===== src/rtl/ternary_search_sorted_table_macros.svh =====
// Assertion macros for the ternary search block.
`ifndef TERNARY_SEARCH_SORTED_TABLE_MACROS_SVH
`define TERNARY_SEARCH_SORTED_TABLE_MACROS_SVH

// Same-cycle implication, checked out of reset.
`define TSS_ASSERT_NOW(name, clk, rst_n, ante, cons, msg) \
    name: assert property (@(posedge clk) disable iff (!rst_n) (ante) |-> (cons)) \
        else $error(msg);

// Next-cycle implication, checked out of reset.
`define TSS_ASSERT_NEXT(name, clk, rst_n, ante, cons, msg) \
    name: assert property (@(posedge clk) disable iff (!rst_n) (ante) |=> (cons)) \
        else $error(msg);

`endif


===== src/rtl/tss_pkg.sv =====
// Shared types, constants and helpers of the ternary search block.
package tss_pkg;

    localparam int IDX_W  = 10;
    localparam int DATA_W = 32;
    localparam int PTR_W  = IDX_W + 2;

    localparam logic MODE_WRITE  = 1'b0;
    localparam logic MODE_SEARCH = 1'b1;

    // floor(x/3) = (x * 683) >> 11 for x < 2048
    localparam logic [10:0] RECIP3 = 11'd683;

    typedef struct packed {
        logic eq;
        logic lt;
    } cmp_t;

    function automatic logic [IDX_W-1:0] div3(input logic [IDX_W:0] x);
        logic [2*IDX_W+1:0] prod;
        prod = (2*IDX_W+2)'(x) * (2*IDX_W+2)'(RECIP3);
        return prod[2*IDX_W:IDX_W+1];
    endfunction

endpackage


===== src/rtl/tss_cmp.sv =====
// Shared key comparator used for every pivot probe.
module tss_cmp (
    input  logic signed [tss_pkg::DATA_W-1:0] key,
    input  logic signed [tss_pkg::DATA_W-1:0] value,
    output tss_pkg::cmp_t                     result
);

    always_comb
    begin
        result.eq = (key == value);
        result.lt = (key < value);
    end

endmodule


===== config.mk =====
export PLATFORM = sky130hd
export DESIGN_NAME = tss_cmp
export DESIGN_NICKNAME = d
export VERILOG_FILES = /design/src/rtl/ternary_search_sorted_table_macros.svh /design/src/rtl/tss_pkg.sv /design/src/rtl/tss_cmp.sv
export SDC_FILE = /design/constraint.sdc
export NUM_CORES = 1
export LEC_CHECK = 0
export BUFFER_PORTS_ARGS = -buffer_cell sky130_fd_sc_hd__buf_4
export CAP_MARGIN = 20
export CELL_PAD_IN_SITES_DETAIL_PLACEMENT = 1
export CELL_PAD_IN_SITES_GLOBAL_PLACEMENT = 1
export CORE_MARGIN = 4
export CORE_UTILIZATION = 25
export DETAILED_ROUTE_END_ITERATION = 6
export PLACE_DENSITY = 0.83
export RECOVER_POWER = 25
export SLEW_MARGIN = 10
export SYNTH_ARGS = -nofsm -noshare
export SYNTH_HDL_FRONTEND = slang
export SYNTH_SLANG_ARGS = --single-unit

===== constraint.sdc =====
create_clock -name vclk -period 2.3
set_input_delay 0.115 -clock vclk [all_inputs]
set_output_delay 0.115 -clock vclk [all_outputs]
set_load 0.02 [all_outputs]

# Word-level counts from Yosys, hierarchy flattened
# Index checks and enable logic that the tools add are counted.
[word_totals] wordCells=2 inputBits=64 output_inout_bits=2 regBits=0
[op_classes] n_lt_le_gt_ge=1 eq_ne=1
[op_table] op="== test 32 bit" n=1
[op_table] op="< comparator 32 bit" n=1

# Logic depth before layout (Yosys ltp)
[depth] depth_word=1 ltp_mapped=7 mapped_depth_nobuf=7

# Least setup slack after synthesis
# No wires, ideal clock.
[synth_path] path_kind="input -> output" startpoint="input value[14] (netlist bit)" endpoint="output result[0] (netlist bit)" path_buffers=0 required_time_ns=2.185 arrival_time_ns=1.470 path_slack_ns=0.715 cell_stages=7 path_cell_list="inv_1 ha_1 a21oi_2 nand2_1 a221o_1 o31a_1 o22ai_2"
[synth_lines] element="start: declaration" line_no="tss_cmp.sv:4" rtl="input logic signed [tss_pkg::DATA_W-1:0] value,"
[synth_lines] element="end: declaration" line_no="tss_cmp.sv:5" rtl="output tss_pkg::cmp_t result"

==> results.ini <==
[floorplanning]
row_count = 20
coreArea_um2 = 3100
dieArea_um2 = 4260
chipWidth_um = 65.3
die_y_um = 65.3
initial_core_util = 0.265
ios = 66

[timing]
worst_pin_slew_ns = 0.429
fin_ws_ns = 0.449
rsz0062_at_grt = false
fin_tns_setup_ns = 0
fin_crit_sh = 0.805
min_period_ns = 1.85
setup_viol = 0
hold_ws_ns = 0.717
slew_headroom = 0.712
hold_viol_final = 0
max_freq_mhz = 540
maxSlewViolCount = 0

[grt]
grt_use_total = 0.130
antenna_found_initial = 0
grt_start_max_net_pins = 5
grt_pass1_vias = 1151
grt_overflow = 0
grt_pass1_wl_um = 4660

[synthesis]
ys_types = 24
synth.largest_area_cell = ha_1
syn_inst = 113
ys_seq_area_frac = 0
syn_area_per_cell_um2 = 7.26
syn-cell-area_um2 = 821
synthTopCellsByCount = 32 x ha_1, 32 x inv_1, 11 x a21oi_1
synth_top_area_share = 0.488
yosys-top-cells-area = ha_1 49%, inv_1 15%, a21oi_1 6.7%
synth_nets = 209
ys_warn_count = 0

[place]
io_buffers = 66
hpwl_um = 2630
gp_congestion = 0.793
post-place-ws_ns = 0.451

[setup_path]
cp-end-kind = output pin
critPathKind = input port to output pin
path_cells = buf_4 > inv_1 > ha_1 > nand4_1 > nor3_1 > a221oi_1 > o2111ai_1 > o22ai_2 > buf_4
cp_data_required_time_ns = 2.18
worstPathArrival_ns = 1.74
crit_top_cell = buf_4
cpPeakStageDelay_ns = 0.41
start_kind = input port
critPathSlowestCell = a221oi_1
crit_fanout = 4

[detailed_routing]
first_pass_iters = 2
drt-total-wl_um = 2730
drt-wirelength-per-cell_um = 12.3
vias_per_cell = 4.61
dr.first_iter.drc_count = 11
drc = 0
vias = 1029
antenna_left = 0

[power_and_ir_drop]
peakVddDrop_mv = 0.0486
p_leak_uw = 0.000817
power_density_nw_per_um2 = 159

[final_layout]
diodes = 0
layout.nets = 277
nClkBuffers = 0
syn_to_final_growth_pct = 66.3
seq_cell_count = 0
fin_util = 0.440
regArea_um2 = 0
drive_above_1_share = 0.391

[hold_path]
hold_path_class = input port to output pin

[clocking]
ctsHoldBuffers = 0
cts_resized = 0
cts_setup_buffers = 0

[outcome]
status = complete, no violations

[run]
drv_cap = 0

-- worst max-delay path, delay by kind of cell --
kind / cells / cell delay [ns]
compound gates: 3 / 0.76
buf+inv: 3 / 0.27
simple gates: 2 / 0.26
fa+ha+maj: 1 / 0.32
-- cell type report --
cell class | instances | area (um2)
inverter | 32 | 120
fill | 424 | 1740
tap | 44 | 55.1
multi-input combinational | 81 | 694
timing repair buffer | 66 | 495
-- cells in the final DEF, fill, tap and decap left out, types with 2 or more instances in the layout --
cell type  instances
a21o_1             2
o21ai_0            2
a21oi_1           11
inv_1             32
ha_1              32
nand4_1            7
nand2_1            7
nor2_1             4
nand3_1            2
buf_4             66
-- layer usage --
layer	global-route usage	part of all wire	up-vias
li1	-	-	528
met1	0.134	0.38	450
met2	0.278	0.54	47
met3	0.0120	0.067	4
met4	0.0207	0.012	0
met5	0	0	-
-- through the flow --
| stage | power, uW | area, um2 | instances |
|---|---|---|---|
| 3_3_place_gp | 209 | 1370 | 223 |
| 3_5_place_dp | 223 | 1370 | 223 |
| 6_report | 218 | 1370 | 223 |
| 2_1_floorplan | 105 | 821 | 113 |
| 5_1_grt | 250 | 1370 | 223 |
| 4_1_cts | 224 | 1370 | 223 |
-- report_power, final --
part	total, uW	internal, uW	switching, uW
clock	0	0	0
combinational	218	127	90.3
sequential	0	0	0
total	218	127	90.3
-- cells by family after synthesis --
kind of cell / after synthesis / share of synthesized area
fa+ha+maj: 32 / 0.488
compound gates: 25 / 0.206
buf+inv: 32 / 0.146
simple gates: 24 / 0.160
-- final timing paths --
path / slack, ns / end / depth (start not counted) / start
min: 0.72 / result[0] / 4 / key[31]
max: 0.45 / result[0] / 9 / value[31]
(Power assumes the default switching activity.)
