$ cat src/rtl/ternary_search_sorted_table_macros.svh
// Assertion macros for the ternary search block.
`ifndef TERNARY_SEARCH_SORTED_TABLE_MACROS_SVH
`define TERNARY_SEARCH_SORTED_TABLE_MACROS_SVH

// Same-cycle implication, checked out of reset.
`define TSS_ASSERT_NOW(name, clk, rst_n, ante, cons, msg) \
    name: assert property (@(posedge clk) disable iff (!rst_n) (ante) |-> (cons)) \
        else $error(msg);

// Next-cycle implication, checked out of reset.
`define TSS_ASSERT_NEXT(name, clk, rst_n, ante, cons, msg) \
    name: assert property (@(posedge clk) disable iff (!rst_n) (ante) |=> (cons)) \
        else $error(msg);

`endif

$ cat src/rtl/tss_pkg.sv
// Shared types, constants and helpers of the ternary search block.
package tss_pkg;

    localparam int IDX_W  = 10;
    localparam int DATA_W = 32;
    localparam int PTR_W  = IDX_W + 2;

    localparam logic MODE_WRITE  = 1'b0;
    localparam logic MODE_SEARCH = 1'b1;

    // floor(x/3) = (x * 683) >> 11 for x < 2048
    localparam logic [10:0] RECIP3 = 11'd683;

    typedef struct packed {
        logic eq;
        logic lt;
    } cmp_t;

    function automatic logic [IDX_W-1:0] div3(input logic [IDX_W:0] x);
        logic [2*IDX_W+1:0] prod;
        prod = (2*IDX_W+2)'(x) * (2*IDX_W+2)'(RECIP3);
        return prod[2*IDX_W:IDX_W+1];
    endfunction

endpackage

$ cat src/rtl/tss_ctrl.sv
// Search sequencer: pivot arithmetic, probe order, narrowing and result register.
module tss_ctrl #(
    parameter int DEPTH = 1024
) (
    input  logic                               clk,
    input  logic                               rst_n,
    input  logic                               start,
    input  logic signed [tss_pkg::DATA_W-1:0]  search_key,
    input  logic [tss_pkg::IDX_W-1:0]          range_first,
    input  logic [tss_pkg::IDX_W-1:0]          range_last,
    input  tss_pkg::cmp_t                      cmp,
    input  logic                               rsp_stall,
    output logic                               busy,
    output logic signed [tss_pkg::DATA_W-1:0]  key,
    output logic [tss_pkg::IDX_W-1:0]          rd_idx,
    output logic                               rsp_valid,
    output logic                               found,
    output logic [tss_pkg::IDX_W-1:0]          found_index
);

    localparam logic [2:0] ST_IDLE = 3'd0;
    localparam logic [2:0] ST_CALC = 3'd1;
    localparam logic [2:0] ST_RD0  = 3'd2;
    localparam logic [2:0] ST_RD1  = 3'd3;
    localparam logic [2:0] ST_CMP1 = 3'd4;
    localparam logic [2:0] ST_DONE = 3'd5;

    localparam logic [16:0] DEPTH_V = 17'(DEPTH);
    localparam int PW = tss_pkg::PTR_W;
    localparam int IW = tss_pkg::IDX_W;

    logic [2:0]                         state_reg, state_next;
    logic signed [PW-1:0]               lo_reg, lo_next;
    logic signed [PW-1:0]               hi_reg, hi_next;
    logic signed [PW-1:0]               p0_reg, p0_next;
    logic signed [PW-1:0]               p1_reg, p1_next;
    logic                               small_reg, small_next;
    logic                               eq0_reg, eq0_next;
    logic                               lt0_reg, lt0_next;
    logic                               hit_reg, hit_next;
    logic [IW-1:0]                      hit_idx_reg, hit_idx_next;
    logic signed [tss_pkg::DATA_W-1:0]  key_reg, key_next;
    logic                               rsp_valid_reg, rsp_valid_next;
    logic                               found_reg, found_next;
    logic [IW-1:0]                      found_index_reg, found_index_next;

    logic signed [PW-1:0]               span;
    logic [IW-1:0]                      third;
    logic [IW-1:0]                      two_third;

    always_comb
    begin
        span      = hi_reg - lo_reg;
        third     = tss_pkg::div3({1'b0, span[IW-1:0]});
        two_third = tss_pkg::div3({span[IW-1:0], 1'b0});
    end

    always_comb
    begin
        state_next       = state_reg;
        lo_next          = lo_reg;
        hi_next          = hi_reg;
        p0_next          = p0_reg;
        p1_next          = p1_reg;
        small_next       = small_reg;
        eq0_next         = eq0_reg;
        lt0_next         = lt0_reg;
        hit_next         = hit_reg;
        hit_idx_next     = hit_idx_reg;
        key_next         = key_reg;
        rsp_valid_next   = rsp_valid_reg && rsp_stall;
        found_next       = found_reg;
        found_index_next = found_index_reg;

        unique case (state_reg)
            ST_IDLE:
            begin
                if (start)
                begin
                    key_next     = search_key;
                    lo_next      = $signed({2'b00, range_first});
                    hi_next      = $signed({2'b00, range_last});
                    hit_next     = 1'b0;
                    hit_idx_next = '0;
                    if (17'(range_last) < DEPTH_V)
                    begin
                        state_next = ST_CALC;
                    end
                    else
                    begin
                        state_next = ST_DONE;
                    end
                end
            end
            ST_CALC:
            begin
                if (span < 0)
                begin
                    state_next = ST_DONE;
                end
                else
                begin
                    small_next = (span < 2);
                    if (span < 2)
                    begin
                        p0_next = lo_reg;
                        p1_next = hi_reg;
                    end
                    else
                    begin
                        p0_next = lo_reg + $signed({2'b00, third});
                        p1_next = lo_reg + $signed({2'b00, two_third});
                    end
                    state_next = ST_RD0;
                end
            end
            ST_RD0:
            begin
                state_next = ST_RD1;
            end
            ST_RD1:
            begin
                eq0_next   = cmp.eq;
                lt0_next   = cmp.lt;
                state_next = ST_CMP1;
            end
            ST_CMP1:
            begin
                state_next = ST_CALC;
                if (eq0_reg)
                begin
                    hit_next     = 1'b1;
                    hit_idx_next = p0_reg[IW-1:0];
                    state_next   = ST_DONE;
                end
                else if (cmp.eq)
                begin
                    hit_next     = 1'b1;
                    hit_idx_next = p1_reg[IW-1:0];
                    state_next   = ST_DONE;
                end
                else if (small_reg)
                begin
                    state_next = ST_DONE;
                end
                else if (lt0_reg)
                begin
                    hi_next = p0_reg - PW'(1);
                end
                else if (cmp.lt)
                begin
                    lo_next = p0_reg + PW'(1);
                    hi_next = p1_reg - PW'(1);
                end
                else
                begin
                    lo_next = p1_reg + PW'(1);
                end
            end
            ST_DONE:
            begin
                if (!rsp_valid_reg || !rsp_stall)
                begin
                    rsp_valid_next   = 1'b1;
                    found_next       = hit_reg;
                    found_index_next = hit_idx_reg;
                    state_next       = ST_IDLE;
                end
            end
            default:
            begin
                state_next = ST_IDLE;
            end
        endcase
    end

    always_ff @(posedge clk or negedge rst_n)
    begin
        if (!rst_n)
        begin
            state_reg     <= ST_IDLE;
            rsp_valid_reg <= 1'b0;
        end
        else
        begin
            state_reg     <= state_next;
            rsp_valid_reg <= rsp_valid_next;
        end
    end

    always_ff @(posedge clk)
    begin
        lo_reg          <= lo_next;
        hi_reg          <= hi_next;
        p0_reg          <= p0_next;
        p1_reg          <= p1_next;
        small_reg       <= small_next;
        eq0_reg         <= eq0_next;
        lt0_reg         <= lt0_next;
        hit_reg         <= hit_next;
        hit_idx_reg     <= hit_idx_next;
        key_reg         <= key_next;
        found_reg       <= found_next;
        found_index_reg <= found_index_next;
    end

    assign busy        = (state_reg != ST_IDLE);
    assign key         = key_reg;
    assign rd_idx      = (state_reg == ST_RD0) ? p0_reg[IW-1:0] : p1_reg[IW-1:0];
    assign rsp_valid   = rsp_valid_reg;
    assign found       = found_reg;
    assign found_index = found_index_reg;

endmodule

$ cat config.mk
export PLATFORM = sky130hd
export DESIGN_NAME = tss_ctrl
export DESIGN_NICKNAME = d
export VERILOG_FILES = /design/src/rtl/ternary_search_sorted_table_macros.svh /design/src/rtl/tss_pkg.sv /design/src/rtl/tss_ctrl.sv
export SDC_FILE = /design/constraint.sdc
export NUM_CORES = 1
export LEC_CHECK = 0
export CAP_MARGIN = 20
export CORE_ASPECT_RATIO = 1.1
export CORE_MARGIN = 5
export CORE_UTILIZATION = 55
export CTS_CLUSTER_DIAMETER = 30
export DETAILED_ROUTE_END_ITERATION = 8
export DONT_BUFFER_PORTS = 1
export PLACE_DENSITY = 0.76
export SYNTH_ARGS = -nofsm -noshare
export SYNTH_HDL_FRONTEND = slang
export SYNTH_SLANG_ARGS = --single-unit
$ cat constraint.sdc
create_clock -name clk -period 15.5 [get_ports clk]
set_clock_uncertainty 0.2 [all_clocks]
set_input_delay 0.775 -clock clk [delete_from_list [all_inputs] [get_ports clk]]
set_output_delay 0.775 -clock clk [all_outputs]
set_load 0.005 [all_outputs]
# [Word-level counts from Yosys, hierarchy flattened]
# Index checks and enable logic that the tools add are counted.
[classes] n_addsub=7 mul=2 magnitude_cmp=2 eq_ne=13 mux=34 bitwise=1 n_reduce_logical=14
[op_table] cell="12-bit 2-to-1 mux" count=14
[op_table] cell="12-bit one-hot mux with 2 select lines" count=2
[op_table] cell="10-bit by 10-bit multiplier with 20-bit output (second input constant)" count=2
[op_table] cell="10-bit 2-to-1 mux" count=4
[op_table] cell="12-bit by 2-bit adder with 12-bit output (second input constant)" count=2
[op_table] cell="12-bit by 2-bit subtractor with 12-bit output (second input constant)" count=2
[op_table] cell="10-bit one-hot mux with 2 select lines" count=1
[op_table] cell="3-bit 2-to-1 mux" count=6
[op_table] cell="3-bit one-hot mux with 6 select lines" count=1
[op_table] cell="12-bit by 10-bit adder with 12-bit output" count=1
[op_table] cell="12-bit by 11-bit adder with 12-bit output" count=1
[op_table] cell="12-bit by 1-bit < comparator with 1-bit output (second input constant)" count=1
[op_table] cell="12-bit by 3-bit < comparator with 1-bit output (second input constant)" count=1
[op_table] cell="2-bit inequality test (second input constant)" count=6
[op_table] cell="6-bit AND reduction" count=2
[op_table] cell="12-bit subtractor" count=1
[op_table] cell="2-bit AND reduction" count=4
[op_table] cell="3-bit by 2-bit == test with 1-bit output (second input constant)" count=2
[op_table] cell="3-bit == test (second input constant)" count=2
[op_table] cell="3-bit inequality test (second input constant)" count=2
[op_table] cell="1-bit 2-to-1 mux" count=5
[op_table] cell="3-bit by 1-bit == test with 1-bit output (second input constant)" count=1
[op_table] cell="3-bit zero test" count=1
[op_table] cell="3-bit AND reduction" count=1
[op_table] cell="7 further kinds" count=8
[word_totals] regBits=109 in_bits=58 out_inout_bits=55 wordCells=87

# [Logic depth before layout (Yosys ltp)]
[depth] depth_word=7 mapped_depth=33 mapped_depth_nobuf=33

# [Worst setup path after synthesis]
# Ideal clock, no wire load.
[synth_path] kind="reg-to-reg" from="reg lo_reg[1]" to="reg p1_reg[11] (data pin)" setup_ns=0.260 arrival_ns=7.337 required_time_ns=15.040 setup_slack_ns=7.703 path_stages_with_launch=32 n_path_buf=0 period_less_slack_ns=7.797 path_cell_list="edfxtp_1 > inv_1 > fa_1 > a211oi_1 > o21bai_1 > a21oi_1 > xor2_1 > inv_1 > ha_1 > ha_1 > fa_1 > fa_1 > inv_1 > fa_1 > inv_1 > ha_1 > and3_1 > o2111ai_1 > a31oi_1 > a21oi_1 > o21ai_0 > a21oi_1 > xnor2_1 > ha_1 > a21oi_1 > o211ai_1 > nand2_1 > o21ai_0 > a21oi_1 > nor2_1 > xor2_1 > mux2_2"
[synth_between] elab_chain_len=4 word_cells_on_any_way=5 cone_classes="add/sub: 2; mul: 1; order compare: 1; mux: 1"
[synth_rtl] item="start: declaration" line_no="tss_ctrl.sv:33" rtl="logic signed [PW-1:0] lo_reg, lo_next;"
[synth_rtl] item="start signal: assignment" line_no="tss_ctrl.sv:193" rtl="lo_reg <= lo_next;"
[synth_rtl] item="12-bit subtractor" line_no="tss_ctrl.sv:53" rtl="span = hi_reg - lo_reg;"
[synth_rtl] item="10-bit by 10-bit multiplier with 20-bit output" line_no="tss_pkg.sv:21" rtl="prod = (2*IDX_W+2)'(x) * (2*IDX_W+2)'(RECIP3);"
[synth_rtl] item="12-bit by 11-bit adder with 12-bit output" line_no="tss_ctrl.sv:112" rtl="p1_next = lo_reg + $signed({2'b00, two_third});"
[synth_rtl] item="12-bit 2-to-1 mux (*)" line_no="tss_ctrl.sv:104" rtl="if (span < 2)"
[synth_rtl] item="end signal: assignment" line_no="tss_ctrl.sv:196" rtl="p1_reg <= p1_next;"
[synth_rtl] item="end: declaration" line_no="tss_ctrl.sv:36" rtl="logic signed [PW-1:0] p1_reg, p1_next;"
# Every way passes the cells marked *; elsewhere a longest branch is shown, timed or not.
# A chain may end at the register's enable or synchronous reset.

# [Worst setup path in the final report]
# Same ends and word-level chain as after synthesis.

==> PnR_summary.wiki <==
{| class="wikitable"
! Metric !! Value
|-
| Total Nets Final || 905
|-
| CTS Hold Bufs || 1
|-
| Initial core utilization || 0.559
|-
| Share of post-route cells with drive strength above 1 || 0.0821
|-
| Std-Cell Rows || 46
|-
| Number of antenna cells inserted || 0
|-
| Depth of the worst register-to-register path || 31
|-
| CORE AREA || 14,300 um2
|-
| Largest stage delay on the critical path || 550 ps
|-
| Clock transition at the registers of the reported paths || 80 ps
|-
| Netlist area before placement || 8010 um2
|-
| Mean Syn Cell Area || 11.0 um2
|-
| Vias per inst || 5.93
|-
| Kind of end point of the critical path || register
|-
| Slew headroom || 0.266
|-
| Remaining antenna violation count after routing || 0
|-
| Via count of the first global-routing pass || 5,582
|-
| Total Routing Usage GR || 0.209
|-
| Sequential area share after synthesis || 0.406
|-
| Area added between synthesis and finish || 6.31%
|-
| Number of antenna violations at the first check in global routing || 0
|-
| Maximum number of pins on one net before global-route repair || 55
|-
| Critical Path Source Type || register
|-
| Post-detail-place hpwl || 14.1 mm
|-
| Die Wd || 125 um
|-
| Hold Vio Cnt, Final || 0
|-
| Clk root buf || sky130_fd_sc_hd__clkbuf_16
|-
| WP data arrival || 8660 ps
|-
| Instance count of the mapped netlist || 729
|-
| Commonest non-fill, non-tap cells in the layout || 105 x sky130_fd_sc_hd__edfxtp_1, 97 x sky130_fd_sc_hd__ha_1, 62 x sky130_fd_sc_hd__inv_1
|-
| Critical path's most frequent cell || sky130_fd_sc_hd__a21oi_1
|-
| Critical path required time || 15,400 ps
|-
| Flip-flop count of the largest register, all copies and words added || 32
|-
| Status || complete, no violations
|-
| Cell type of the slowest stage on the worst timing path || sky130_fd_sc_hd__xor2_1
|-
| Yosys Warn Count || 0
|-
| Post-CTS setup buffers || 0
|-
| Routed wire length || 17.8 mm
|-
| Port Buf Inserts || 0
|-
| Final GP Congestion || 0.922
|-
| Number of search-and-repair iterations in the first detailed-routing pass || 5
|-
| Count of routing violations after the opening detailed-route iteration || 512
|-
| Remaining routing DRC violations || 0
|-
| Total setup violations reported at the end of the flow || 0
|-
| Critical path class || register to register
|-
| Setup repair after global routing missed its margin || false
|-
| CTS HTree Levels || 3
|-
| Number of fill cells in the layout || 1,147
|-
| Max_cap viols || 0
|-
| Sum of overflow across all layers after global routing || 0
|-
| Floorplan die height || 137 um
|-
| Min-delay worst type || register to register
|-
| Time the worst path needs with I/O delays and setup || 8760 ps
|-
| Inserted Clock Buffers || 9
|-
| Detailed-route wire length per cell || 19.3 um
|-
| Worst hold path cell count || 0
|-
| Tightest hold margin || 224 ps
|-
| Upper clock frequency limit || 0.114 GHz
|-
| Max-slew violation count || 0
|-
| Total Die Area || 17,100 um2
|-
| Distinct cells, synth || 53
|-
| Post-CTS Resized || 0
|-
| Total Negative Setup Slacks || 0 ps
|-
| Leading cell type in the layout, fill and taps excluded || sky130_fd_sc_hd__edfxtp_1
|-
| Biggest fanout along the worst timing path || 5
|-
| Number of flip-flops and latches in the synthesized netlist || 109
|-
| Ratio of final minimum period to clock period || 0.565
|-
| Number of clock sinks || 109
|-
| Slew at the pin closest to its max-slew limit || 1100 ps
|-
| Clock network latency to the later pin of the worst-skew pair || 350 ps
|-
| Number of top-level design ports || 113
|-
| Synth Net Count || 908
|-
| Buffer levels on the longest clock path || 2
|-
| Wire length of the first global-routing pass || 28.4 mm
|-
| TritonCTS clock tree || built
|-
| Via count of the routed design || 5,472
|}
critical path: cells and delay by family, from the launching register on:
family                     cells  cell delay [ps]
muxes                          1              260
adders and majority gates      8             3260
buffers and inverters          4              400
AOI/OAI and AO/OA             13             2700
DFF                            1              490
and+or+nand+nor                2              170
xor gates and xnor gates       3             1020
routing by layer:
layer  track usage  share of wire
met1         0.245           0.41
met2         0.383           0.51
met3        0.0363          0.049
met4        0.0825          0.028
met5             0              0
stage by stage:
| step | instances | instance area, um2 | util | worst slack (ps) |
|---|---|---|---|---|
| after floorplan | 729 | 8010 | - | 7700 |
| after global placement | 906 | 8210 | 0.573 | 7100 |
| after detailed placement | 906 | 8210 | 0.573 | 6760 |
| after CTS | 923 | 8510 | 0.594 | 6740 |
| after global routing | 923 | 8510 | 0.594 | 6120 |
| final | 923 | 8510 | 0.594 | 6740 |
cell type report:
cell class                      count  area (um2)  share of cell area
Sequential cell                   109        3250               0.382
Tap cell                          192         240              0.0282
Clock buffer                        9         225              0.0265
Inverter                           62         233              0.0273
Timing Repair Buffer                8        62.6             0.00735
Multi-Input combinational cell    536        4430               0.521
Clock inverter                      7        65.1             0.00764
path summary, 6_finish.rpt:
check / slack, ps / start / endpoint
max: 6740 / lo_reg[1] / p1_reg[11]
max reg2reg: 6740 / lo_reg[1] / p1_reg[11]
min in group asynchronous: 490 / rst_n / rsp_valid
min: 220 / hit_idx_reg[1] / found_index[1]
min reg2reg: 220 / hit_idx_reg[1] / found_index[1]
max in group asynchronous: 14450 / rst_n / state_reg[2]
synthesized netlist by cell type (all sizes together):
cell	instances	area, um2
and3	3	18.8
dfrtp	4	100
mux2i	31	310
o2111ai	2	17.5
inv	62	233
nor4	2	18.8
nor3	12	60.1
nand4	1	12.5
nand2b	5	31.3
nand2	52	195
a21boi	2	15.0
a211oi	5	37.5
or4	2	15.0
o22ai	4	38.8
or2	3	18.8
a211o	2	17.5
clkbuf	17	63.8
o31ai	2	15.0
nand3	7	35.0
nor2b	6	37.5
o21a	10	75.1
or3	3	18.8
o211ai	2	20.0
nor3b	3	22.5
and4b	1	10.0
xnor2	36	315
xor2	22	211
and2	3	18.8
edfxtp	105	3150
o21bai	2	15.0
o21ai	51	259
a2111oi	1	8.76
ha	97	1210
a41oi	1	27.5
nand3b	4	30.0
a31oi	4	31.3
fa	24	480
a21o	13	97.6
buf	5	28.8
a21oi	41	209
nor2	54	203
mux2	23	267
cell families after synthesis:
logic type / share of synthesized area
xor gates and xnor gates: 0.0658
buffers and inverters: 0.0406
and+or+nand+nor: 0.0931
muxes: 0.0720
adders and majority gates: 0.212
AOI/OAI and AO/OA: 0.110
DFF: 0.406
Power is left out: the tool's default activity adds up to more than one toggle a clock period on the data nets, which glitch-free logic cannot reach.
